==> src/hw/rtl/sac_pkg.sv <==
// Shared types, codes and helper functions of the set-associative write-back cache.
package sac_pkg;

    // Request type codes on the input channel.
    localparam logic [1:0] REQ_READ  = 2'd0;
    localparam logic [1:0] REQ_WRITE = 2'd1;
    localparam logic [1:0] REQ_FILL  = 2'd2;
    localparam logic [1:0] REQ_RSVD  = 2'd3;

    // Length of a full memory word in bytes.
    localparam logic [2:0] LEN_WORD = 3'd4;

    // Result kinds on the output channel.
    typedef enum logic [2:0] {
        KIND_READ     = 3'd0,
        KIND_WRITE    = 3'd1,
        KIND_WB       = 3'd2,
        KIND_WT       = 3'd3,
        KIND_FILL_REQ = 3'd4,
        KIND_CROSS    = 3'd5,
        KIND_UNEXP    = 3'd6
    } kind_t;

    // Classification made by the front end.
    typedef enum logic [1:0] {
        CLS_ACCESS = 2'd0,
        CLS_FILL   = 2'd1,
        CLS_CROSS  = 2'd2,
        CLS_BAD    = 2'd3
    } cls_t;

    // Classified request handed from the front end to the back end.
    typedef struct packed {
        cls_t        cls;
        logic        is_write;
        logic [31:0] addr;
        logic [2:0]  len;
        logic [31:0] wdata;
        logic [31:0] fill_word;
    } cmd_t;

    // One result transaction.
    typedef struct packed {
        kind_t       kind;
        logic [31:0] mem_addr;
        logic [31:0] mem_data;
        logic [2:0]  mem_len;
        logic [31:0] rdata;
        logic        was_hit;
        logic [31:0] hit_total;
        logic [31:0] miss_total;
        logic        last;
    } res_t;

    // Byte mask that keeps the low len bytes of a word.
    function automatic logic [31:0] len_mask(input logic [2:0] len);
        logic [31:0] m;
        case (len)
            3'd0:    m = 32'h0000_0000;
            3'd1:    m = 32'h0000_00FF;
            3'd2:    m = 32'h0000_FFFF;
            3'd3:    m = 32'h00FF_FFFF;
            default: m = 32'hFFFF_FFFF;
        endcase
        return m;
    endfunction

endpackage

==> src/hw/rtl/sac_fifo.sv <==
// Two-entry queue used between the front end, the back end and the result port.
module sac_fifo #(
    parameter int WIDTH = 8
) (
    input  logic             clk,
    input  logic             rst_n,
    input  logic             push,
    input  logic [WIDTH-1:0] wr_data,
    output logic             full,
    input  logic             pop,
    output logic [WIDTH-1:0] rd_data,
    output logic             empty
);

    localparam int DEPTH = 2;
    localparam int PTR_W = $clog2(DEPTH);
    localparam int CNT_W = PTR_W + 1;

    logic [WIDTH-1:0] mem_reg [DEPTH];
    logic [PTR_W-1:0] wptr_reg;
    logic [PTR_W-1:0] rptr_reg;
    logic [CNT_W-1:0] count_reg;
    logic             do_push;
    logic             do_pop;

    // Status flags and the head entry.
    assign full    = (count_reg == CNT_W'(DEPTH));
    assign empty   = (count_reg == '0);
    assign do_push = push && !full;
    assign do_pop  = pop && !empty;
    assign rd_data = mem_reg[rptr_reg];

    // Pointers and fill level.
    always_ff @(posedge clk or negedge rst_n)
    begin
        if (!rst_n)
        begin
            wptr_reg  <= '0;
            rptr_reg  <= '0;
            count_reg <= '0;
        end
        else
        begin
            if (do_push)
            begin
                wptr_reg <= wptr_reg + PTR_W'(1);
            end
            if (do_pop)
            begin
                rptr_reg <= rptr_reg + PTR_W'(1);
            end
            if (do_push && !do_pop)
            begin
                count_reg <= count_reg + CNT_W'(1);
            end
            else if (do_pop && !do_push)
            begin
                count_reg <= count_reg - CNT_W'(1);
            end
        end
    end

    // Entry storage.
    always_ff @(posedge clk)
    begin
        if (do_push)
        begin
            mem_reg[wptr_reg] <= wr_data;
        end
    end

endmodule

==> src/hw/rtl/sac_front.sv <==
// Front end: accepts requests, classifies them and queues them for the back end.
module sac_front #(
    parameter int LINE_OFFSET_BITS = 6
) (
    input  logic          clk,
    input  logic          rst_n,
    input  logic          enable,
    input  logic          push,
    output logic          full,
    input  logic [1:0]    req_type,
    input  logic [31:0]   addr,
    input  logic [2:0]    len,
    input  logic [31:0]   wdata,
    input  logic [31:0]   fill_word,
    input  logic          cmd_pop,
    output logic          cmd_empty,
    output sac_pkg::cmd_t cmd
);

    localparam int LINE_BYTES = 1 << LINE_OFFSET_BITS;
    localparam int POS_W      = LINE_OFFSET_BITS + 1;

    logic             q_full;
    logic [POS_W-1:0] end_pos;
    logic             crosses;
    logic             bad_len;
    sac_pkg::cmd_t    cmd_in;

    // The queue accepts nothing while the back end is still clearing its valid and dirty rows.
    assign full = q_full || !enable;

    // Check whether the access runs past the end of its line.
    assign end_pos = {1'b0, addr[LINE_OFFSET_BITS-1:0]} + POS_W'(len);
    assign crosses = (end_pos > POS_W'(LINE_BYTES));
    assign bad_len = (len == 3'd0) || (len > sac_pkg::LEN_WORD);

    // Classify the request; a refill word wins over every other check.
    always_comb
    begin
        cmd_in.is_write  = (req_type == sac_pkg::REQ_WRITE);
        cmd_in.addr      = addr;
        cmd_in.len       = len;
        cmd_in.wdata     = wdata;
        cmd_in.fill_word = fill_word;
        if (req_type == sac_pkg::REQ_FILL)
        begin
            cmd_in.cls = sac_pkg::CLS_FILL;
        end
        else if ((req_type != sac_pkg::REQ_READ && req_type != sac_pkg::REQ_WRITE) || bad_len)
        begin
            cmd_in.cls = sac_pkg::CLS_BAD;
        end
        else if (crosses)
        begin
            cmd_in.cls = sac_pkg::CLS_CROSS;
        end
        else
        begin
            cmd_in.cls = sac_pkg::CLS_ACCESS;
        end
    end

    // Command queue toward the back end.
    sac_fifo #(
        .WIDTH ($bits(sac_pkg::cmd_t))
    ) u_cmd_q (
        .clk     (clk),
        .rst_n   (rst_n),
        .push    (push && !full),
        .wr_data (cmd_in),
        .full    (q_full),
        .pop     (cmd_pop),
        .rd_data (cmd),
        .empty   (cmd_empty)
    );

endmodule

==> config.mk <==
export PLATFORM = sky130hd
export DESIGN_NAME = sac_front
export DESIGN_NICKNAME = d
export VERILOG_FILES = /design/src/hw/rtl/sac_pkg.sv /design/src/hw/rtl/sac_fifo.sv /design/src/hw/rtl/sac_front.sv
export SDC_FILE = /design/constraint.sdc
export NUM_CORES = 1
export LEC_CHECK = 0
export BUFFER_PORTS_ARGS = -buffer_cell sky130_fd_sc_hd__buf_4
export CORE_UTILIZATION = 48
export CTS_CLUSTER_DIAMETER = 150
export DETAILED_ROUTE_END_ITERATION = 8
export PLACE_DENSITY = 0.74
export SETUP_SLACK_MARGIN = 0.15
export SYNTH_ARGS = -nofsm -noshare
export SYNTH_HDL_FRONTEND = slang
export SYNTH_SLANG_ARGS = --single-unit
==> constraint.sdc <==
create_clock -name clk -period 9.2 [get_ports clk]
set_input_delay 0.46 -clock clk [delete_from_list [all_inputs] [get_ports clk]]
set_output_delay 0.46 -clock clk [all_outputs]
set_load 0.02 [all_outputs]
==> impl_metrics.json, run 1 <==
{
  "run_status": "finished, final reports clean",
  "finalCriticalPeriod_ns": 3.18,
  "timing.final.max_slew_violations": 0,
  "core_footprint_um2": 15800,
  "globalRoute.totalOverflow": 0,
  "synthesis.nets": 469,
  "dp_hpwl_um": 9220,
  "critPathLaunchType": "flip-flop",
  "share_of_post_route_cells_with_drive_strength_above_1_pct": 57.7,
  "largest_reg_flops": 204,
  "placementRows": 46,
  "die_height_um": 129,
  "area_delta_synth_final_pct": 32.1,
  "design.final.nets": 696,
  "internal-power_mw": 2.12,
  "cts_setup_buffers": 0,
  "drcViolationCount": 0,
  "yosys_cell_types": 22,
  "critical_path.cell_chain": "buf_4 > mux2_2 > buf_4",
  "globalplace.congestion": 0.775,
  "critPathCaptureType": "output pin",
  "overall_routing_resource_usage_pct": 16.6,
  "synth_area_um2": 7730,
  "setup_violations": 0,
  "power.leakage_nw": 3.80,
  "syn-instance-count": 358,
  "ctsHtreeMaxLevel": 1,
  "postSynthAreaPerCell_um2": 21.6,
  "timing.setup.tns_ns": 0,
  "post_cts_resize_count": 0,
  "antenna_violating_nets_post_route": 0,
  "drt_iter0_drc": 132,
  "first_pass_iters": 4,
  "layout.cells.most_common_list": "buf_4 (213), edfxtp_1 (204), mux2_2 (102)",
  "antenna_diode_instance_count": 0,
  "synth-warning-count": 0,
  "worstPathArrival_ns": 2.72,
  "die_area_um2": 16600,
  "worst-slew-pin-transition_ns": 0.862,
  "critical_path_buf_inv_count": 2,
  "fmax_mhz": 315,
  "hold_path_class": "primary input to flip-flop",
  "post_cts_hold_buffer_count": 1,
  "ir_drop_uv": 215,
  "initial_core_util_pct": 48.9,
  "port_buffers": 209,
  "sw_frac_of_total_pct": 29.2,
  "critPathRequiredTime_ns": 8.74,
  "num_io_pins": 210,
  "slowest_delay_ns": 0.78,
  "cts.root.buffer_cell": "clkbuf_16",
  "cellPowerDensity_nw_per_um2": 293,
  "grt_start_max_net_pins": 63,
  "tritoncts": "done",
  "pwr-share-comb_pct": 30.5,
  "maxSlewHeadroom_pct": 42.5,
  "grt_first_pass_wirelength_um": 21000,
  "critical_path_peak_fanout": 62,
  "clock_insertion_delay_worst_skew_ns": 0.49,
  "vias": 4024,
  "mean_routed_wirelength_per_cell_um": 17.6,
  "timing_hold_violations_final": 0,
  "netSwitchingPower_mw": 0.873,
  "clockBufferDepth": 3,
  "clkSinkCount": 208,
  "portion_of_the_post_synthesis_area_used_by_sequential_elements_pct": 80.5,
  "path_clk_slew_ns": 0.06,
  "synth_seq_cells": 208,
  "finish.utilization_pct": 64.5,
  "dp_cells": 776,
  "cap_viol_max_count": 0,
  "clock_power_share_pct": 27.8,
  "layout.filler_cells": 1138,
  "finalNonFillerCells": 816,
  "timing.critical_path.max_delay_family": "buffers and inverters",
  "worst_path_max_delay_cell": "dfrtp_4",
  "timing.clock.skew_ns": 0.0112,
  "grt_pass1_vias": 4189,
  "vias_per_cell": 4.93,
  "antenna_found_initial": 0,
  "drt-total-wl_um": 14300,
  "mostFrequentLayoutCell": "buf_4",
  "cpMostUsedCell": "buf_4",
  "grt_setup_unrepaired": "false",
  "numCtsBuffers": 22,
  "die_w_um": 129,
  "criticalPathCategory": "flip-flop to output pin",
  "pwr-share-seq_pct": 41.7,
  "post-route-period-util_pct": 34.5
}
## synthesized netlist by cell type (all sizes together)
master | count | share of area (%)
dfrtp | 4 | 1.3
a2bb2oi | 1 | 0.11
mux2 | 102 | 15
or3b | 1 | 0.11
buf | 11 | 1.3
nor3 | 2 | 0.13
a21oi | 2 | 0.13
o21ai | 3 | 0.19
nor2 | 4 | 0.19
ha | 4 | 0.65
edfxtp | 204 | 79
o211ai | 1 | 0.097
fa | 1 | 0.26
nand4b | 1 | 0.11
nand3 | 2 | 0.13
xnor2 | 5 | 0.57
a211oi | 1 | 0.097
and2 | 1 | 0.081
xor2 | 1 | 0.11
inv | 7 | 0.34
## layout make-up
class                           count  area (um2)  share of cell area (%)
Multi-Input combinational cell    132        1390                    13.6
Clock buffer                       34         637                    6.24
Tap cell                          216         270                    2.65
Inverter                            7        26.3                   0.257
Sequential cell                   208        6230                    61.0
Timing Repair Buffer              214        1610                    15.8
Clock inverter                      5        51.3                   0.502
## metal layers
layer	up-vias	wire, um	GRT usage (%)
met5	-	0	0
met3	24	987	4.12
li1	1864	-	-
met2	162	6960	27.8
met1	1974	6130	21.6
met4	0	253	5.05
## power groups by stage
stage | combinational, mW | clock (mW) | sequential, mW
after floorplan | 0.618 | 0 | 1.23
after global placement | 0.907 | 0 | 1.26
after detailed placement | 0.920 | 0 | 1.27
after CTS | 0.923 | 0.854 | 1.25
after global routing | 0.965 | 0.882 | 1.26
final | 0.911 | 0.832 | 1.25
## worst register-to-register path, stage by stage (launching register included)
cell and delay, ns:
dfrtp_1 0.40, inv_1 0.12, o211ai_1 0.19, inv_1 0.13, and2_4 0.59, buf_4 0.73
## stage by stage
stage | setup WS, ns | total power, mW | cell area [um2] | hold WS [ns]
finish | 6.02 | 2.99 | 10200 | 0.151
global route | 5.89 | 3.11 | 10200 | 0.136
CTS | 6.00 | 3.03 | 10200 | 0.133
detailed placement | 6.52 | 2.19 | 9510 | 0.260
global placement | 6.56 | 2.17 | 9510 | 0.263
floorplan | 3.77 | 1.85 | 7730 | 0.164
## cell families after synthesis
family | count (synthesis) | share of synthesized area (%)
AO/OA/AOI/OAI | 8 | 0.631
AND/OR/NAND/NOR | 11 | 0.761
flip-flops | 208 | 80.5
XOR/XNOR | 6 | 0.680
multiplexers | 102 | 14.9
adder cells (fa/ha/maj) | 5 | 0.906
buffers and inverters | 18 | 1.65
## worst paths after layout
path                                 startpoint                     end  slack [ns]  cells after the start
max                            u_cmd_q.rptr_reg                 cmd[56]        6.02                      3
min                               fill_word[27]  u_cmd_q.mem_reg[0][27]        0.15                      1
max reg2reg                u_cmd_q.count_reg[1]  u_cmd_q.mem_reg[1][91]        6.64                      5
min reg2reg                    u_cmd_q.wptr_reg        u_cmd_q.wptr_reg        0.57                      1
max in group asynchronous                 rst_n        u_cmd_q.rptr_reg        8.77                      2
min in group asynchronous                 rst_n        u_cmd_q.wptr_reg        0.31                      2
Note: power is estimated with default switching activity, not from simulation.
==> run 2, diff against run 1 <==
==> constraint.sdc (replaced) <==
create_clock -name clk -period 3.2 [get_ports clk]
set_input_delay 0.16 -clock clk [delete_from_list [all_inputs] [get_ports clk]]
set_output_delay 0.16 -clock clk [all_outputs]
set_load 0.02 [all_outputs]
==> run 2 against run 1 <==
Against the previous run: sequential power increased to 2.8 times the previous value; combinational power grew to 3.1 times the previous value; count of clock-buffer cells in the layout fell by 3; wire length grew 11%; first-iteration DRC count up 73%; worst setup slack got worse by 5.2 ns; die area stayed put; global-route usage grew 2.2 points; sequential share of layout area decreased by 5.8 points; cell area increased by 11%; largest cell class unchanged; largest power group unchanged.
==> impl_metrics.json, run 2 (synthesis gave the netlist of run 1 again) <==
{
  "antenna_found_initial": 1,
  "grt_start_max_net_pins": 86,
  "ctsHtreeMaxLevel": 1,
  "initial_core_util_pct": 48.9,
  "mostFrequentLayoutCell": "buf_4",
  "post_cts_resize_count": 0,
  "area_of_the_multi_input_gates_um2": 1390,
  "critical_path_peak_fanout": 85,
  "dpl-instance-area_um2": 9550,
  "worstPathArrival_ns": 2.17,
  "grt_setup_unrepaired": "false",
  "timing.clock.skew_ns": 0.0114,
  "post_cts_hold_buffer_count": 102,
  "layout.cells.most_common_list": "buf_4 (213), edfxtp_1 (204), mux2_2 (102), dlygate4sd3_1 (102), clkbuf_16 (23)",
  "core_footprint_um2": 15800,
  "dp_hpwl_um": 9270,
  "slowest_delay_ns": 0.60,
  "timing.setup.tns_ns": 0,
  "run_status": "finished, final reports clean",
  "ir_drop_uv": 639,
  "maxSlewHeadroom_pct": 50.1,
  "globalRoute.totalOverflow": 0,
  "critPathLaunchType": "flip-flop",
  "critPathRequiredTime_ns": 3.04,
  "power.leakage_nw": 4.25,
  "tritoncts": "done",
  "path_clk_slew_ns": 0.06,
  "die_area_um2": 16600,
  "layout.area.seq_um2": 6230,
  "post-route-period-util_pct": 72.9,
  "setup_violations": 0,
  "clkSinkCount": 208,
  "criticalPathCategory": "flip-flop to output pin",
  "num_io_pins": 210,
  "die_w_um": 129,
  "vias_per_cell": 4.82,
  "port_buffers": 209,
  "finalCriticalPeriod_ns": 2.33,
  "placementRows": 46,
  "layout.filler_cells": 1004,
  "finalInstanceArea_um2": 11300,
  "timing_hold_violations_final": 0,
  "largest_reg_flops": 204,
  "first_pass_iters": 4,
  "clock_insertion_delay_worst_skew_ns": 0.49,
  "cts_setup_buffers": 0,
  "mean_routed_wirelength_per_cell_um": 17.3,
  "critical_path.cell_chain": "buf_12 > mux2_2 > buf_4",
  "drt_iter0_drc": 228,
  "cellPowerDensity_nw_per_um2": 784,
  "vias": 4438,
  "fmax_mhz": 429,
  "grt_pass1_vias": 4820,
  "antenna_violating_nets_post_route": 0,
  "drcViolationCount": 0,
  "area_delta_synth_final_pct": 46.0,
  "share_of_post_route_cells_with_drive_strength_above_1_pct": 49.9,
  "grt_first_pass_wirelength_um": 24000,
  "finalNonFillerCells": 921,
  "numCtsBuffers": 22,
  "overall_routing_resource_usage_pct": 18.9,
  "worst_path_max_delay_cell": "dfrtp_4",
  "design.final.nets": 799,
  "clockBufferDepth": 3,
  "worst-slew-pin-transition_ns": 0.749,
  "globalplace.congestion": 0.741,
  "cap_viol_max_count": 0,
  "critPathCaptureType": "output pin",
  "timing.final.max_slew_violations": 0,
  "hold_path_class": "primary input to flip-flop",
  "hold-worst-slack_ns": 0.0637,
  "drt-total-wl_um": 16000,
  "dp_cells": 778,
  "cts.root.buffer_cell": "clkbuf_16",
  "die_height_um": 129
}
-- run 2: metal layers --
layer | vias up | GRT usage (%) | wire, um
met5 | - | 0 | 0
met1 | 2186 | 21.3 | 6060
met2 | 158 | 34.1 | 8450
met3 | 25 | 5.53 | 1160
met4 | 0 | 6.57 | 288
li1 | 2069 | - | -
-- run 2: layout make-up --
class	instances	share of cell area (%)
inverters	7	0.233
multi-input cells	132	12.3
diodes	1	0.0222
clock inverters	9	0.853
flip-flops and latches	208	55.2
repair buffers	317	23.6
well taps	216	2.39
clock buffers	31	5.45
-- run 2: report_power, final --
group	switching (mW)	total, mW	internal [mW]
clock network	0.978	2.48	1.50
registers	0.143	3.54	3.40
logic	1.48	2.83	1.35
-- run 2: final timing paths --
check,from,cells past startpoint,slack [ns],end
min reg2reg,u_cmd_q.wptr_reg,1,0.56,u_cmd_q.wptr_reg
max reg2reg,u_cmd_q.count_reg[1],5,1.11,u_cmd_q.mem_reg[1][5]
min in group asynchronous,rst_n,3,0.61,u_cmd_q.count_reg[0]
min,cmd_pop,3,0.06,u_cmd_q.rptr_reg
max,u_cmd_q.rptr_reg,3,0.87,cmd[93]
max in group asynchronous,rst_n,3,2.37,u_cmd_q.rptr_reg
-- run 2: worst max-delay path: cells and delay by family (launching register included) --
kind	cells	cell delay [ns]
flops	1	0.60
mux	1	0.41
buf+inv	2	0.54
-- run 2: stage by stage --
step / total power, mW / worst slack [ns] / util, %
floorplan: 5.30 / 0.610 / -
global placement: 6.26 / 1.20 / 60.4
detailed placement: 6.32 / 1.11 / 60.4
CTS: 8.90 / 0.888 / 71.3
global route: 9.20 / 0.793 / 71.3
finish: 8.86 / 0.866 / 71.3
==> run 3, diff against run 2 <==
--- a/config.mk
+++ b/config.mk
@@ -6,10 +6,10 @@
 export NUM_CORES = 1
 export LEC_CHECK = 0
 export BUFFER_PORTS_ARGS = -buffer_cell sky130_fd_sc_hd__buf_4
-export CORE_UTILIZATION = 48
+export CORE_UTILIZATION = 47
 export CTS_CLUSTER_DIAMETER = 150
 export DETAILED_ROUTE_END_ITERATION = 8
-export PLACE_DENSITY = 0.74
+export PLACE_DENSITY = 0.76
 export SETUP_SLACK_MARGIN = 0.15
 export SYNTH_ARGS = -nofsm -noshare
 export SYNTH_HDL_FRONTEND = slang
==> constraint.sdc (replaced) <==
create_clock -name clk -period 1.98 [get_ports clk]
set_input_delay 0.099 -clock clk [delete_from_list [all_inputs] [get_ports clk]]
set_output_delay 0.099 -clock clk [all_outputs]
set_load 0.02 [all_outputs]
==> run 3 against run 2 <==
Against the previous run: via count increased by 2.2%; sequential share of layout area fell by 1.4 points; utilization rose by 1.1 points; count of clock-buffer cells in the layout grew 4; die area rose by 2.1%; flip-flop and latch count did not move; global-route usage decreased by 0.39 points; critical path depth increased by 1; largest cell class unchanged.
==> impl_metrics.json, run 3 (synthesis gave the netlist of run 1 again) <==
{
  "run_status": "finished, final reports clean",
  "critical_path_peak_fanout": 13,
  "startpoint": "u_cmd_q.rptr_reg",
  "design.final.nets": 811,
  "hold_path_class": "primary input to flip-flop",
  "num_io_pins": 210,
  "grt_first_pass_wirelength_um": 23800,
  "dp_cells": 778,
  "critPathLaunchType": "flip-flop",
  "die_area_um2": 17000,
  "grt.met2_usage_pct": 35.2,
  "antenna_diode_instance_count": 0,
  "maxSlewHeadroom_pct": 72.7,
  "post-route-period-util_pct": 94.9,
  "clock_insertion_delay_worst_skew_ns": 0.49,
  "mostFrequentLayoutCell": "edfxtp_1",
  "internal-power_mw": 10.4,
  "grt_setup_unrepaired": "true",
  "rr_startpoint": "u_cmd_q.count_reg[0]",
  "globalplace.congestion": 0.795,
  "critPathRequiredTime_ns": 1.88,
  "setup_violations": 0,
  "antenna_found_initial": 0,
  "grt_use_met3_pct": 4.51,
  "sw_frac_of_total_pct": 29.7,
  "netSwitchingPower_mw": 4.38,
  "placementRows": 46,
  "drcViolationCount": 0,
  "report.power.total_mw": 14.8,
  "ir_drop_uv": 1050,
  "ctsHtreeMaxLevel": 1,
  "overall_routing_resource_usage_pct": 18.5,
  "clock_power_share_pct": 25.5,
  "vias": 4534,
  "grt_start_max_net_pins": 59,
  "globalRoute.totalOverflow": 0,
  "vias_per_cell": 4.86,
  "cap_viol_max_count": 0,
  "share_of_post_route_cells_with_drive_strength_above_1_pct": 51.0,
  "met1_usage_pct": 19.5,
  "timing.clock.skew_ns": 0.00548,
  "worstPathArrival_ns": 1.78,
  "critPathCaptureType": "output pin",
  "numCtsBuffers": 22,
  "drt-total-wl_um": 16800,
  "clockBufferDepth": 3,
  "timing_hold_violations_final": 0,
  "pwr-share-comb_pct": 36.2,
  "timing.setup.tns_ns": 0,
  "clkSinkCount": 208,
  "path_clk_slew_ns": 0.06,
  "core_footprint_um2": 16000,
  "first_pass_iters": 4,
  "area_delta_synth_final_pct": 49.8,
  "hold_path_startpoint": "req_type[0]",
  "power.leakage_nw": 4.37,
  "mean_routed_wirelength_per_cell_um": 18.0,
  "global_route.peak_usage_layer": "met2",
  "criticalPathCategory": "flip-flop to output pin",
  "pwr-share-seq_pct": 38.3,
  "tritoncts": "done",
  "cellPowerDensity_nw_per_um2": 1270,
  "finalNonFillerCells": 932,
  "die_height_um": 130,
  "finalCriticalPeriod_ns": 1.88,
  "grt_pass1_vias": 4872,
  "layout.cells.most_common_list": "edfxtp_1 (204), buf_4 (202), dlygate4sd3_1 (104)",
  "timing.final.max_slew_violations": 0,
  "die_w_um": 130,
  "cts.root.buffer_cell": "clkbuf_16",
  "initial_core_util_pct": 48.3,
  "dp_hpwl_um": 9230,
  "port_buffers": 209,
  "drt_iter0_drc": 213,
  "worst-slew-pin-transition_ns": 0.407,
  "largest_reg_flops": 204,
  "fmax_mhz": 532,
  "antenna_violating_nets_post_route": 0
}
-- run 3: power by group through the flow --
stage	clock network, mW	registers (mW)	logic, mW
after global routing	4.01	5.70	5.62
final	3.76	5.66	5.34
after global placement	0	5.69	4.50
after floorplan	0	5.69	2.88
after detailed placement	0	5.73	4.57
after CTS	3.85	5.64	4.92
-- run 3: per-stage QoR --
stage               utilization, %  cell area, um2  setup slack (ns)  hold WS (ns)
floorplan                        -            7740            -0.602        -0.197
global placement              60.0            9600             0.281        -0.103
detailed placement            60.0            9600             0.257        -0.102
CTS                           71.1           11400            0.0695       0.00817
global route                  72.4           11600            0.0528        0.0356
finish                        72.4           11600             0.102        0.0146
-- run 3: worst paths after layout --
check	to	slack, ns	cells after the start
max	cmd[21]	0.10	4
min	u_cmd_q.mem_reg[0][101]	0.01	3
max reg2reg	u_cmd_q.mem_reg[1][75]	0.28	4
min reg2reg	u_cmd_q.wptr_reg	0.55	1
max in group asynchronous	u_cmd_q.rptr_reg	1.29	3
min in group asynchronous	u_cmd_q.rptr_reg	0.50	3
-- run 3: what timing repair did --
| action | CTS | global route |
|---|---|---|
| gates cloned | 1 | 6 |
| hold buffers | 104 | 0 |
| hold endpoints to repair | 209 | 0 |
| buffers inserted | 1 | 2 |
| pin swaps | 0 | 2 |
| endpoints found under the setup margin | 102 | 104 |
| gates resized for setup | 2 | 17 |
-- run 3: worst max-delay path: stages (launching register included) --
cell     delay, ns
dfrtp_4       0.51
buf_4         0.16
buf_16        0.15
mux2_2        0.30
buf_4         0.17
-- run 3: routing by layer --
layer  part of all wire [%]  routed length (um)
met5                      0                   0
met1                     38                6420
met2                     53                8870
met4                    2.6                 438
met3                    6.4                1080
-- run 3: layout make-up --
class	instances	area, um2
sequential	208	6230
fill	942	4420
timing repair buffer	329	2960
multi-input combinational	132	1420
clock buffer	35	641
tap	216	270
clock inverter	5	27.5
inverter	7	26.3
