**src/hw/rtl/sac_fifo.sv**
```systemverilog
// Two-entry queue used between the front end, the back end and the result port.
module sac_fifo #(
    parameter int WIDTH = 8
) (
    input  logic             clk,
    input  logic             rst_n,
    input  logic             push,
    input  logic [WIDTH-1:0] wr_data,
    output logic             full,
    input  logic             pop,
    output logic [WIDTH-1:0] rd_data,
    output logic             empty
);

    localparam int DEPTH = 2;
    localparam int PTR_W = $clog2(DEPTH);
    localparam int CNT_W = PTR_W + 1;

    logic [WIDTH-1:0] mem_reg [DEPTH];
    logic [PTR_W-1:0] wptr_reg;
    logic [PTR_W-1:0] rptr_reg;
    logic [CNT_W-1:0] count_reg;
    logic             do_push;
    logic             do_pop;

    // Status flags and the head entry.
    assign full    = (count_reg == CNT_W'(DEPTH));
    assign empty   = (count_reg == '0);
    assign do_push = push && !full;
    assign do_pop  = pop && !empty;
    assign rd_data = mem_reg[rptr_reg];

    // Pointers and fill level.
    always_ff @(posedge clk or negedge rst_n)
    begin
        if (!rst_n)
        begin
            wptr_reg  <= '0;
            rptr_reg  <= '0;
            count_reg <= '0;
        end
        else
        begin
            if (do_push)
            begin
                wptr_reg <= wptr_reg + PTR_W'(1);
            end
            if (do_pop)
            begin
                rptr_reg <= rptr_reg + PTR_W'(1);
            end
            if (do_push && !do_pop)
            begin
                count_reg <= count_reg + CNT_W'(1);
            end
            else if (do_pop && !do_push)
            begin
                count_reg <= count_reg - CNT_W'(1);
            end
        end
    end

    // Entry storage.
    always_ff @(posedge clk)
    begin
        if (do_push)
        begin
            mem_reg[wptr_reg] <= wr_data;
        end
    end

endmodule

```
**config.mk**
```make
export PLATFORM = sky130hd
export DESIGN_NAME = sac_fifo
export DESIGN_NICKNAME = d
export VERILOG_FILES = /design/src/hw/rtl/sac_fifo.sv
export SDC_FILE = /design/constraint.sdc
export NUM_CORES = 1
export LEC_CHECK = 0
export ABC_AREA = 1
export BUFFER_PORTS_ARGS = -buffer_cell sky130_fd_sc_hd__buf_2
export CAP_MARGIN = 20
export CORE_MARGIN = 5
export CORE_UTILIZATION = 49
export CTS_BUF_LIST = sky130_fd_sc_hd__clkbuf_16
export CTS_CLUSTER_DIAMETER = 60
export CTS_CLUSTER_SIZE = 14
export DETAILED_ROUTE_END_ITERATION = 10
export MAX_ROUTING_LAYER = met4
export PLACE_DENSITY_LB_ADDON = 0.05
export SETUP_SLACK_MARGIN = 0.02
export SYNTH_ARGS = -nofsm -noshare
export SYNTH_HDL_FRONTEND = slang
export SYNTH_SLANG_ARGS = --single-unit
```
**constraint.sdc**
```tcl
create_clock -name clk -period 1.9 [get_ports clk]
set_input_delay 0.38 -clock clk [delete_from_list [all_inputs] [get_ports clk]]
set_output_delay 0.38 -clock clk [all_outputs]
set_load 0.01 [all_outputs]
```
==> results by stage, run 1 <==
Status:
- The flow ran to the end, and the final reports show no timing, DRC or antenna violations.

Worst setup path:
- The largest fanout on the critical path is 10.
- The critical path endpoint is rd_data[4].
- The slack of the worst reg-to-reg path is 0.50 ns.
- The cell with the biggest individual delay on the critical path is dfrtp_1.
- The startpoint of the worst register-to-register path is count_reg[0].
- For this run, the slowest stage of the critical path takes between 0.5 and 0.6 ns.
- The startpoint kind of the worst setup timing path is a flop.
- Traced cell by cell, the critical path runs through inv_2 -> nand2_1 -> nand2_1 -> buf_2.
- The cell type with the highest occurrence count on the critical path is nand2_1.
- The worst reg2reg path endpoint is count_reg[1].
- Counting cells, the worst reg-to-reg path comes to 6.
- The start point of the critical path is rptr_reg.
- Data arrives at the worst endpoint at between 1 and 1.5 ns.
- The endpoint required time on the critical path is 1.52 ns.
- The critical setup path kind is flop to primary output.
- The worst setup path is captured at a primary output.

Timing:
- Setup repair after global routing left no endpoint under its margin.
- The peak clock frequency supported by timing is 623 MHz.
- The final-report hold violation count is 0.
- The transition at the pin with the smallest max-transition slack is between 0.3 and 0.4 ns.
- Dividing the final minimum period by the clock period gives 0.845.
- The clock arrives with about 0.0039 ns of skew.
- Setup total negative slack on the finished layout was measured at 0 ns.
- Setup violations remaining at the end of the flow were counted as 0.
- The worst path meets setup with 0.295 ns of slack.
- The final count of pins violating max slew came to 0.
- Measured against its own limit, the worst slew margin works out to 0.768.
- For the finished layout, the period the worst path requires is ~1.6 ns.

Power and ir drop:
- In this run the static leakage power is 0.000496 uW.
- IR analysis of the VDD net gives a maximum drop of ~1.0 mV.
- Power spread over the standard cell area amounts to around 1600 nW/um2.

Die:
- Row generation in the floorplan step produced 14 rows.
- The initial cell density of the core is 0.525.
- The die covers 2560 um2.
- Measured along the x axis, the die boundary spans 50.6 um.
- In this run the standard cell core region covers 1540 um2.
- The number of I/O pins is 22.
- The chip height is 50.6 um.

Layout:
- Leaving out fill and tap cells, the most frequent cells in the layout are nand2_1 (33), buf_2 (21), edfxtp_1 (16).
- Measured on the finished design, the core utilization comes to 0.666.
- The flip-flop and latch area is 581 um2.
- The number of flip-flops in the largest register is 16.
- The filler cell count in the final layout is 127.
- Of the cells placed in the final design, the portion with a size suffix greater than 1 is 0.283.
- The net count reported at finish is 113.
- The number of antenna cells inserted is 0.
- Leaving out fill and tap cells, the most frequent cell in the layout is nand2_1.
- The area added between synthesis and finish is 26.7%.
- The combined area of the multi-input logic cells is 194 um2.

Yosys:
- The combinational family with the most area after synthesis is simple AND/OR/NAND/NOR gates.
- The average cell area after synthesis is around 11 um2.
- The fraction of the mapped netlist area in compound gates is 0.0124.
- The number of storage elements in the synthesis netlist is 20.
- The synthesized netlist contains 14 unique library cells.
- For this run, the number of Yosys warnings is 0.
- When the netlist entered floorplanning its net count stood at between 80 and 90.
- After synthesis, the cell types taking the most area are edfxtp_1 (59%), nand2_1 (15%), dfrtp_1 (12%).
- Of the total synthesized cell area, the portion taken by XOR and XNOR cells is 0.0108.
- Of the total synthesized cell area, the portion taken by full adders, half adders and majority gates is 0.0155.
- The simple logic cell fraction of the synthesized area is 0.201.
- The area share of the largest cell type after synthesis is 0.594.
- The post-synthesis instance total is 73.
- The cell taking the most area after synthesis is edfxtp_1.
- The synthesized netlist occupies a cell area of roughly 810 um2.
- After synthesis, the share of cell area in mux cells is 0.
- Of the synthesized area, sequential elements account for 0.717.

Routing:
- The final routed wirelength across all metal layers is 1.45 mm.
- Before antenna repair, the detailed router went through 4 iterations.
- The iteration-0 DRC count of the detailed router is 13.
- In the final routed layout, each cell accounts on average for 12.6 um.
- The number of nets still failing antenna checks after routing is 0.
- The detailed-route via count is between 500 and 600.
- The via-per-instance ratio is 4.90.
- The remaining design rule violation count is 0.

Clock network:
- In this run, CTS created clock tree buffers numbering 3.
- In this run the number of H-tree levels came out at 1.
- Clock-pin slew was measured on the worst setup and hold paths at 0.05 ns.
- The longest clock path from root to sink contains 2 buffers.
- At the later pin of the worst-skew pair, clock insertion delay measures 0.25 ns.
- The root buffer cell is clkbuf_16.
- TritonCTS built the clock tree.
- The number of clock sinks is 20.
- The total setup buffers inserted after CTS is 0.

Job:
- Across the run, the number of max-cap violations was 0.

Global routing:
- For this run, global-route usage on met1 was measured as 0.142.
- The most used routing layer is met2.
- The number of antenna violations at the first check in global routing was 0.
- The total congestion overflow after global routing is 0.
- The met2 track demand over resource in global routing is 0.213.
- Entering global routing, the biggest net connects 12 pins.
- The first global-routing pass estimated 2.35 mm of wire.
- The total routing usage reported by global routing is 0.126.
- For met3 alone, demand over resource in global routing was 0.0385.
- The via count of the first global-routing pass is 543.

Place:
- The count of buffers added on input and output ports is 21.
- OpenSTA, run right after detailed placement, puts the worst setup slack at 0.504 ns.
- Routability-driven placement finished with a final weighted congestion of 0.741.
- After legalization and detailed placement, the total HPWL measured 1.09 mm.

Min path:
- The classification of the worst-slack hold path is primary input to flop.
-- worst max-delay path: cells and delay by family, from the launching register on --
family / cells / cell delay, ns
DFF: 1 / 0.54
and+or+nand+nor: 2 / 0.15
buffers and inverters: 2 / 0.29
-- Yosys cell counts --
library cell / instances
nand2_1: 33
edfxtp_1: 16
inv_1: 7
dfrtp_1: 4
nor2_1: 2
nor2_2: 2
o21ai_0: 2
buf_2: 1
ha_1: 1
inv_2: 1
nand3_1: 1
nand3b_1: 1
nand4_1: 1
xnor2_1: 1
-- per-layer routing --
layer / vias up / wire length [um]
met5: - / 0
met4: 0 / 10
met3: 2 / 114
met2: 21 / 763
met1: 256 / 559
li1: 285 / -
-- cell families after synthesis --
| logic type | Yosys count |
|---|---|
| AO/OA/AOI/OAI | 2 |
| XOR/XNOR | 1 |
| adder cells (fa/ha/maj) | 1 |
| buffers and inverters | 9 |
| flip-flops | 20 |
| AND/OR/NAND/NOR | 40 |
-- through the flow --
step                      area (um2)  std cells  power, uW  hold slack [ns]
after global routing            1030        115       1770            0.321
after floorplan                  810         73       1030           0.0844
final                           1030        115       1640            0.322
after global placement           937        110       1220            0.189
after CTS                       1030        115       1660            0.320
after detailed placement         937        110       1240            0.189
-- how the worst min path moves through the flow --
| stage | from | endpoint | slack [ns] | cells after the start |
|---|---|---|---|---|
| CTS | wr_data[7] | mem_reg[1][7] | 0.32 | 1 |
| global route | wr_data[5] | mem_reg[1][5] | 0.32 | 1 |
| floorplan | rst_n | count_reg[0] | 0.08 | 0 |
| global placement | rst_n | wptr_reg | 0.19 | 1 |
| finish | wr_data[7] | mem_reg[0][7] | 0.32 | 1 |
| detailed placement | rst_n | count_reg[0] | 0.19 | 1 |
-- where the power goes --
| group | switching [uW] | total, uW | internal [uW] |
|---|---|---|---|
| Clock | 134 | 414 | 279 |
| Sequential | 87.3 | 698 | 610 |
| Combinational | 328 | 532 | 204 |
| Total | 550 | 1640 | 1090 |
-- area by class of cell --
| class | count | area share |
|---|---|---|
| Tap cell | 16 | 0.0195 |
| Multi-Input combinational cell | 44 | 0.189 |
| Clock buffer | 3 | 0.0732 |
| Timing Repair Buffer | 23 | 0.120 |
| Inverter | 8 | 0.0293 |
| Sequential cell | 20 | 0.566 |
| Clock inverter | 1 | 0.00366 |
-- timing repair --
action	in CTS	in global routing
hold endpoints to repair	4	0
hold buffers	1	0
gates resized for setup	0	0
No activity file was read; power rests on OpenSTA's default activity.
==> run 2, diff against run 1 <==
--- a/config.mk
+++ b/config.mk
@@ -5,11 +5,11 @@
 export SDC_FILE = /design/constraint.sdc
 export NUM_CORES = 1
 export LEC_CHECK = 0
-export ABC_AREA = 1
+export ABC_AREA = 0
 export BUFFER_PORTS_ARGS = -buffer_cell sky130_fd_sc_hd__buf_2
 export CAP_MARGIN = 20
 export CORE_MARGIN = 5
-export CORE_UTILIZATION = 49
+export CORE_UTILIZATION = 48
 export CTS_BUF_LIST = sky130_fd_sc_hd__clkbuf_16
 export CTS_CLUSTER_DIAMETER = 60
 export CTS_CLUSTER_SIZE = 14
==> constraint.sdc (replaced) <==
create_clock -name clk -period 1.49 [get_ports clk]
set_input_delay 0.298 -clock clk [delete_from_list [all_inputs] [get_ports clk]]
set_output_delay 0.298 -clock clk [all_outputs]
set_load 0.01 [all_outputs]
==> run 2 against run 1 <==
The flow now finishes with violations (setup timing). Setup slack got worse by 0.32 ns. Area after synthesis shrank 3.4%. Clock-buffer cell count is the same. Final cell count fell by 20%. Combinational power up 86%. Sequential share of layout area shrank 5.4 points. Total power grew 47%. Largest power group is now combinational cells.
==> results by stage, run 2 <==
Status:
- The flow ran to the end, but the final reports show violations.
- The checks that failed: setup timing.

Yosys:
- The number of enable-type register cells in the synthesized netlist is 16 (unchanged).
- Among all cell types in the netlist, the one instantiated most often is edfxtp_1.
- The synthesized design spends more area on one cell type than any other, namely edfxtp_1.
- The number of storage elements in the synthesis netlist is 20 (unchanged).
- The area share of the largest cell type after synthesis is 0.614 (+0.0209).
- In the synthesized netlist, the cells that appear most often are edfxtp_1 (16), mux2_1 (6), dfrtp_1 (4).
- The number of different library cells in the post-synthesis netlist is 15 (+1).
- The number of warnings printed during yosys synthesis came to 0 (unchanged).
- The post-synth design cell area is 782 um2 (-3.4%).
- The most used flip-flop cell after synthesis is edfxtp_1.
- The average cell area after synthesis was 17.8 um2 (+60%).
- The post-synthesis net count is 57 (-34%).
- After synthesis, the cell types taking the most area are edfxtp_1 (61%), dfrtp_1 (13%), mux2_1 (8.6%).
- The proportion of synthesized flip-flops having asynchronous set or reset is 0.200 (unchanged).
- The post-synthesis instance total is 44 (-40%).
- The portion of the post-synthesis area used by sequential elements is 0.742 (+0.0252).

Global routing:
- The total routing usage reported by global routing is 0.118 (-0.00873).
- The via count of the first global-routing pass was 479 (-12%).
- The number of antenna violations at the first check in global routing was 0 (unchanged).
- The pin count of the biggest net entering global routing came to 12 (unchanged).
- The first-pass GRT wire length came to 2.19 mm (-6.7%).
- The total congestion overflow after global routing is 0 (unchanged).

Die:
- The number of cell rows is 14 (unchanged).
- The area of the die is 2540 um2 (-1.1%).
- The initial cell density of the core is 0.513 (-0.0120).
- The number of I/O pins is 22 (unchanged).
- The core box area came to 1520 um2 (-1.1%).
- The chip height came to 50.4 um (-0.56%).
- The horizontal extent of the die was 50.4 um (-0.56%).

Clock network:
- The number of clock sinks is 20 (unchanged).
- The source-to-sink clock delay at the later pin of the worst-skew pair came to 0.24 ns (about the same).
- The worst-case clock buffer depth is 2 (unchanged).
- The root buffer cell is clkbuf_16.
- The TritonCTS buffer count is 3 (unchanged).
- The number of H-tree levels is 1 (unchanged).
- TritonCTS built the clock tree.
- The register clock-pin slew on the reported worst setup and hold paths is 0.05 ns (about the same).

Timing:
- The worst setup skew after layout is 0.00106 ns (-0.00281 ns).
- Static timing analysis puts the maximum clock frequency at 658 MHz.
- The worst hold slack across all endpoints is 0.240 ns (-0.0819 ns).
- After layout, the minimum clock period comes to 1.52 ns.
- The worst setup margin was -0.0290 ns (-0.324 ns).
- The total of endpoints with negative setup slack in the final report is 8 (+8).
- The transition at the pin with the smallest max-transition slack came to 0.389 ns (+0.0400 ns).
- Setup repair after global routing could not meet its margin everywhere.
- The final count of pins violating max slew is 0 (unchanged).
- Of the available clock period, the critical path in the final layout requires 1.02.
- The final-report hold violation count is 0 (unchanged).
- The final-layout setup total negative slack is -0.175 ns (-0.175 ns).
- The worst max-slew margin expressed relative to the limit is 0.741 (-0.0267).

Layout:
- The final standard cell count with taps included and fillers excluded came to 92 (-20%).
- The share of cells above drive strength 1 was 0.605 (+0.322).
- The net count reported at finish is 90 (-20%).
- The post-route core utilization is 0.748 (+0.0824).
- The top cell types in the final layout, fill and taps aside, are edfxtp_1 (16), buf_2 (13), buf_6 (10).
- The number of antenna cells inserted was 0 (unchanged).
- Leaving out fill and tap cells, the most frequent cell in the layout is edfxtp_1.
- Compared with the post-synthesis result, the final layout area differs by 45.8%.
- The number of flip-flops in the largest register is 16 (unchanged).

Place:
- The post-DP HPWL is 878 um (-19%).
- The pre-CTS setup slack is 0.0760 ns (-0.428 ns).
- The number of port buffers came to 21 (unchanged).
- The weighted congestion reported at the end of routability-driven placement is 0.725 (-2.2%).
- The cell count after placement was 83 (-25%).

Worst setup path:
- The length in cells of the worst reg-to-reg path is 7 (+1).
- The endpoint required time on the critical path is 1.19 ns (-0.33 ns).
- The worst setup path is captured at a primary output.
- Among all stages on the critical path, the largest delay is contributed by dfrtp_2.
- The startpoint kind of the worst setup timing path is a flop.
- Walking the worst path, the cells encountered are buf_4 -> mux2_4 -> buf_6.
- The slack of the worst reg-to-reg path is 0.09 ns (-0.41 ns).
- The critical setup path kind is flop to primary output.
- The largest fanout on the critical path was 3 (-7).
- The buffers plus inverters on the worst setup path came to 2 (unchanged).
- The arrival time of the worst setup path is 1.22 ns (about the same).
- The category of cells accounting for the largest share of critical-path delay is flip-flops.
- The delay of the slowest cell on the worst path is 0.42 ns (-0.12 ns).
- The worst register-to-register path begins at count_reg[0].
- The number of gates on the worst path with buffers counted is 3 (-1).
- The worst reg2reg path endpoint is count_reg[1].

Min path:
- The number of stages on the worst hold path is 1 (unchanged).
- The worst hold path begins at wr_data[2].
- The tightest min-delay check is of the primary input to flop type.
- The end point of the worst hold path is mem_reg[1][2].

Routing:
- The count of TritonRoute iterations in the first routing pass is 2 (-2).
- The remaining design rule violation count is 0 (unchanged).
- The via-per-instance ratio is 4.73 (-3.6%).
- The number of nets still failing antenna checks after routing is 0 (unchanged).
- The iteration-0 DRC count of the detailed router is 5 (-8).
- The final routed wirelength across all metal layers was 1.25 mm (-14%).
- The detailed-route via count was 435 (-23%).
- The per-cell routed wire length came to 13.6 um (+7.9%).

Job:
- The max-capacitance violation count is 0 (unchanged).

Power and ir drop:
- The power density over cell area is 2120 nW/um2 (+32%).
- The reported leakage power was 0.000504 uW (+1.6%).
- The worst-case vdd ir drop came to 1.03 mV (+0.24%).
[run 2: cell types whose count changed in the layout (fill, tap and decap cells not counted), moves of 2 or more]
cell | before | now
buf_6 | 0 | 10
inv_1 | 8 | 3
xor2_1 | 0 | 2
buf_4 | 1 | 5
nand2_1 | 33 | 0
buf_2 | 21 | 13
mux2_2 | 0 | 2
mux2_4 | 0 | 6
dfrtp_1 | 4 | 2
dfrtp_2 | 0 | 2
o21ai_0 | 2 | 0
[run 2: area by class of cell]
type	count	area, um2
clock buffer	3	75.1
clock inverter	1	3.75
fill	106	384
inverter	2	7.51
multi-input combinational	21	225
sequential	20	583
tap	16	20.0
timing repair buffer	29	225
[run 2: what timing repair did]
| item | CTS | global route |
|---|---|---|
| hold buffers | 1 | 0 |
| setup buffers | 4 | 0 |
| resized for setup | 19 | 4 |
| pin swaps | 0 | 0 |
| endpoints found under the hold margin | 4 | 0 |
| setup endpoints to repair | 8 | 14 |
[run 2: metrics by stage]
stage | power, uW | cell area [um2]
6_report | 2410 | 1140
3_3_place_gp | 1510 | 925
5_1_grt | 2560 | 1140
4_1_cts | 2390 | 1120
2_1_floorplan | 1290 | 782
3_5_place_dp | 1530 | 925
[run 2: where the power goes]
group	switching [uW]	total, uW	internal, uW
Clock	168	524	356
Combinational	391	992	601
Sequential	105	896	790
Total	664	2410	1750
[run 2: worst max-delay path by stage]
stage,to,slack (ns),from
floorplan,mem_reg[0][0],0.1,count_reg[0]
global placement,mem_reg[0][4],0.1,count_reg[0]
detailed placement,count_reg[1],0.08,count_reg[0]
CTS,rd_data[1],-0.03,rptr_reg
global route,rd_data[0],-0.06,rptr_reg
finish,rd_data[1],-0.03,rptr_reg
[run 2: metal layers]
metal | track usage | wire length [um]
met3 | 0.0266 | 52
met1 | 0.140 | 515
met5 | - | 0
met4 | 0.0383 | 0
met2 | 0.197 | 682
[run 2: cell families after synthesis]
| logic type | share of synthesized area |
|---|---|
| compound gates | 0.00639 |
| xor+xnor | 0.0656 |
| fa+ha+maj | 0.0160 |
| buf+inv | 0.0160 |
| flops | 0.742 |
| mux | 0.115 |
| simple gates | 0.0384 |
==> run 3, diff against run 2 <==
--- a/config.mk
+++ b/config.mk
@@ -8,8 +8,10 @@
 export ABC_AREA = 0
 export BUFFER_PORTS_ARGS = -buffer_cell sky130_fd_sc_hd__buf_2
 export CAP_MARGIN = 20
+export CELL_PAD_IN_SITES_DETAIL_PLACEMENT = 1
+export CELL_PAD_IN_SITES_GLOBAL_PLACEMENT = 1
 export CORE_MARGIN = 5
-export CORE_UTILIZATION = 48
+export CORE_UTILIZATION = 40
 export CTS_BUF_LIST = sky130_fd_sc_hd__clkbuf_16
 export CTS_CLUSTER_DIAMETER = 60
 export CTS_CLUSTER_SIZE = 14
==> run 3 against run 2 <==
Combinational power hardly changed. Sequential power is essentially flat. The run still ends with setup timing left. Largest power group unchanged. Critical endpoint is now rd_data[2]. Clock-buffer cell count is the same.
==> results by stage, run 3 (same netlist as run 2, synthesis figures left out) <==
Routing:
- The final routed wirelength across all metal layers came to 1.53 mm (+22%).
- The iteration-0 DRC count of the detailed router is 7 (+2).
- The remaining design rule violation count came to 0 (unchanged).
- The number of nets still failing antenna checks after routing was 0 (unchanged).
- The count of TritonRoute iterations in the first routing pass is 3 (+1).
- The per-cell routed wire length was 14.5 um (+6.9%).
- The detailed-route via count is 486 (+12%).
- The via-per-instance ratio came to 4.63 (-2.1%).

Timing:
- The final-layout setup total negative slack is -0.280 ns (-0.104 ns).
- The peak clock frequency supported by timing is 654 MHz (-0.63%).
- The transition at the pin with the smallest max-transition slack is 0.209 ns (-0.179 ns).
- The final count of pins violating max slew is 0 (unchanged).
- The worst setup margin came to -0.0386 ns (-0.00955 ns).
- The share of the clock period used by the worst path after layout was 1.03 (+0.00641).
- The final-report hold violation count is 0 (unchanged).
- Setup repair after global routing could not meet its margin everywhere.
- The total of endpoints with negative setup slack in the final report came to 8 (unchanged).
- The final critical path time including I/O delays and setup came to 1.53 ns (+0.00955 ns).
- The worst setup skew after layout is 0.00299 ns (+0.00194 ns).
- The worst max-slew margin expressed relative to the limit is 0.860 (+0.119).

Clock network:
- The source-to-sink clock delay at the later pin of the worst-skew pair was 0.25 ns (about the same).
- The register clock-pin slew on the reported worst setup and hold paths is 0.05 ns (about the same).
- The worst-case clock buffer depth is 2 (unchanged).
- The clock tree from TritonCTS is yes.
- The TritonCTS buffer count came to 3 (unchanged).
- The number of clock sinks is 20 (unchanged).
- The root buffer cell is clkbuf_16.
- The number of H-tree levels is 1 (unchanged).

Worst setup path:
- STA classifies the critical path endpoint as a primary output.
- The cell with the biggest individual delay on the critical path is dfrtp_2.
- Walking the worst path, the cells encountered are buf_4 -> mux2_4 -> buf_6.
- The largest fanout on the critical path is 3 (unchanged).
- The endpoint required time on the critical path came to 1.19 ns (about the same).
- The startpoint kind of the worst setup timing path is a flop.
- The delay of the slowest cell on the worst path is 0.42 ns (about the same).
- The critical setup path kind is flop to primary output.
- The arrival time of the worst setup path was 1.23 ns (about the same).
- The length in cells of the worst reg-to-reg path was 6 (-1).

Layout:
- The number of antenna cells inserted came to 0 (unchanged).
- The net count reported at finish is 92 (+2.2%).
- The share of cells above drive strength 1 is 0.590 (-0.0155).
- The final standard cell count with taps included and fillers excluded is 105 (+14%).
- The area added between synthesis and finish is 48.6%.
- The number of flip-flops in the largest register is 16 (unchanged).
- The top cell types in the final layout, fill and taps aside, are edfxtp_1 (16), buf_2 (13), buf_6 (10).
- The commonest non-fill, non-tap cell in the layout is edfxtp_1.

Die:
- The area of the die is 2940 um2 (+16%).
- The core box area is 1900 um2 (+25%).
- The initial cell density of the core was 0.411 (-0.102).
- The chip height is 54.2 um (+7.7%).
- The horizontal extent of the die is 54.2 um (+7.7%).
- The number of cell rows is 16 (+2).
- The number of I/O pins came to 22 (unchanged).

Job:
- The max-capacitance violation count is 0 (unchanged).

Global routing:
- The total routing usage reported by global routing was 0.125 (+0.00724).
- The pin count of the biggest net entering global routing is 12 (unchanged).
- The first-pass GRT wire length is 2.40 mm (+9.4%).
- The total congestion overflow after global routing is 0 (unchanged).
- The number of antenna violations at the first check in global routing is 0 (unchanged).
- The via count of the first global-routing pass came to 547 (+14%).

Power and ir drop:
- The clock network fraction of total power was 0.220 (+0.003).
- The worst-case vdd ir drop is 1.23 mV (+19%).
- The share of power burned in combinational logic was 0.416 (+0.005).
- The internal power was 1760 uW (+0.99%).
- The proportion of total power due to net switching is 0.282 (+0.00652).
- The total power is 2460 uW (+1.9%).
- The reported leakage power is 0.000510 uW (+1.2%).
- The power share of the sequential group is 0.364 (-0.007).
- The switching power summed over all nets came to 693 uW (+4.3%).
- The power density over cell area is 2110 nW/um2 (about the same).

Min path:
- The number of stages on the worst hold path is 1 (unchanged).
- The tightest min-delay check is of the primary input to flop type.

Status:
- The final reports fail on setup timing.
- The run finished, with violations left.

Place:
- The cell count after placement is 96 (+16%).
- The post-DP HPWL is 990 um (+13%).
- The weighted congestion reported at the end of routability-driven placement is 0.655 (-9.7%).
- The number of port buffers was 21 (unchanged).
run 3: metal layers:
layer | share of wire | routed length [um] | up-vias | global-route usage
met2 | 0.54 | 829 | 12 | 0.219
met4 | 0.022 | 33 | 0 | 0.0747
met3 | 0.037 | 56 | 5 | 0.0163
met1 | 0.40 | 606 | 242 | 0.133
li1 | - | - | 227 | -
met5 | 0 | 0 | - | -
run 3: worst paths after layout:
kind | from | end | slack, ns
worst max-delay path | rptr_reg | rd_data[2] | -0.04
worst min-delay path | wr_data[6] | mem_reg[0][6] | 0.23
worst max register to register | count_reg[0] | count_reg[1] | 0.04
worst min register to register | count_reg[0] | count_reg[0] | 0.52
max in group asynchronous | rst_n | rptr_reg | 0.97
min in group asynchronous | rst_n | count_reg[1] | 0.38
run 3: power by group through the flow:
| stage | Combinational, uW | Clock (uW) | Sequential, uW |
|---|---|---|---|
| after global placement | 638 | 0 | 914 |
| after CTS | 1010 | 549 | 879 |
| after floorplan | 441 | 0 | 851 |
| after detailed placement | 652 | 0 | 917 |
| after global routing | 1100 | 587 | 913 |
| final | 1020 | 539 | 895 |
run 3: area by class of cell:
cell class	count	area, um2
multi-input cells	21	219
clock buffers	3	75.1
inverters	2	7.51
repair buffers	31	240
flip-flops and latches	20	583
clock inverters	1	3.75
well taps	27	33.8
fillers	181	739
run 3: what timing repair did:
item                       4_1_cts  5_1_grt
buffers inserted                 4        0
hold buffers                     1        0
cloned                           0        0
resized for setup               18        2
setup endpoints to repair        8       17
pin swaps                        0        1
hold endpoints to repair         4        0
run 3: per-stage QoR:
stage / instance area (um2) / util / hold slack (ns) / worst slack (ns)
detailed placement: 953 / 0.501 / 0.113 / 0.0181
global placement: 953 / 0.501 / 0.114 / 0.0489
global route: 1160 / 0.611 / 0.234 / -0.0766
finish: 1160 / 0.611 / 0.234 / -0.0386
CTS: 1150 / 0.607 / 0.231 / -0.0352
floorplan: 782 / - / 0.00241 / 0.0978
run 3: critical path: cells and delay by family (launching register included):
kind | cells | cell delay (ns)
mux | 1 | 0.29
buf+inv | 2 | 0.26
flops | 1 | 0.42
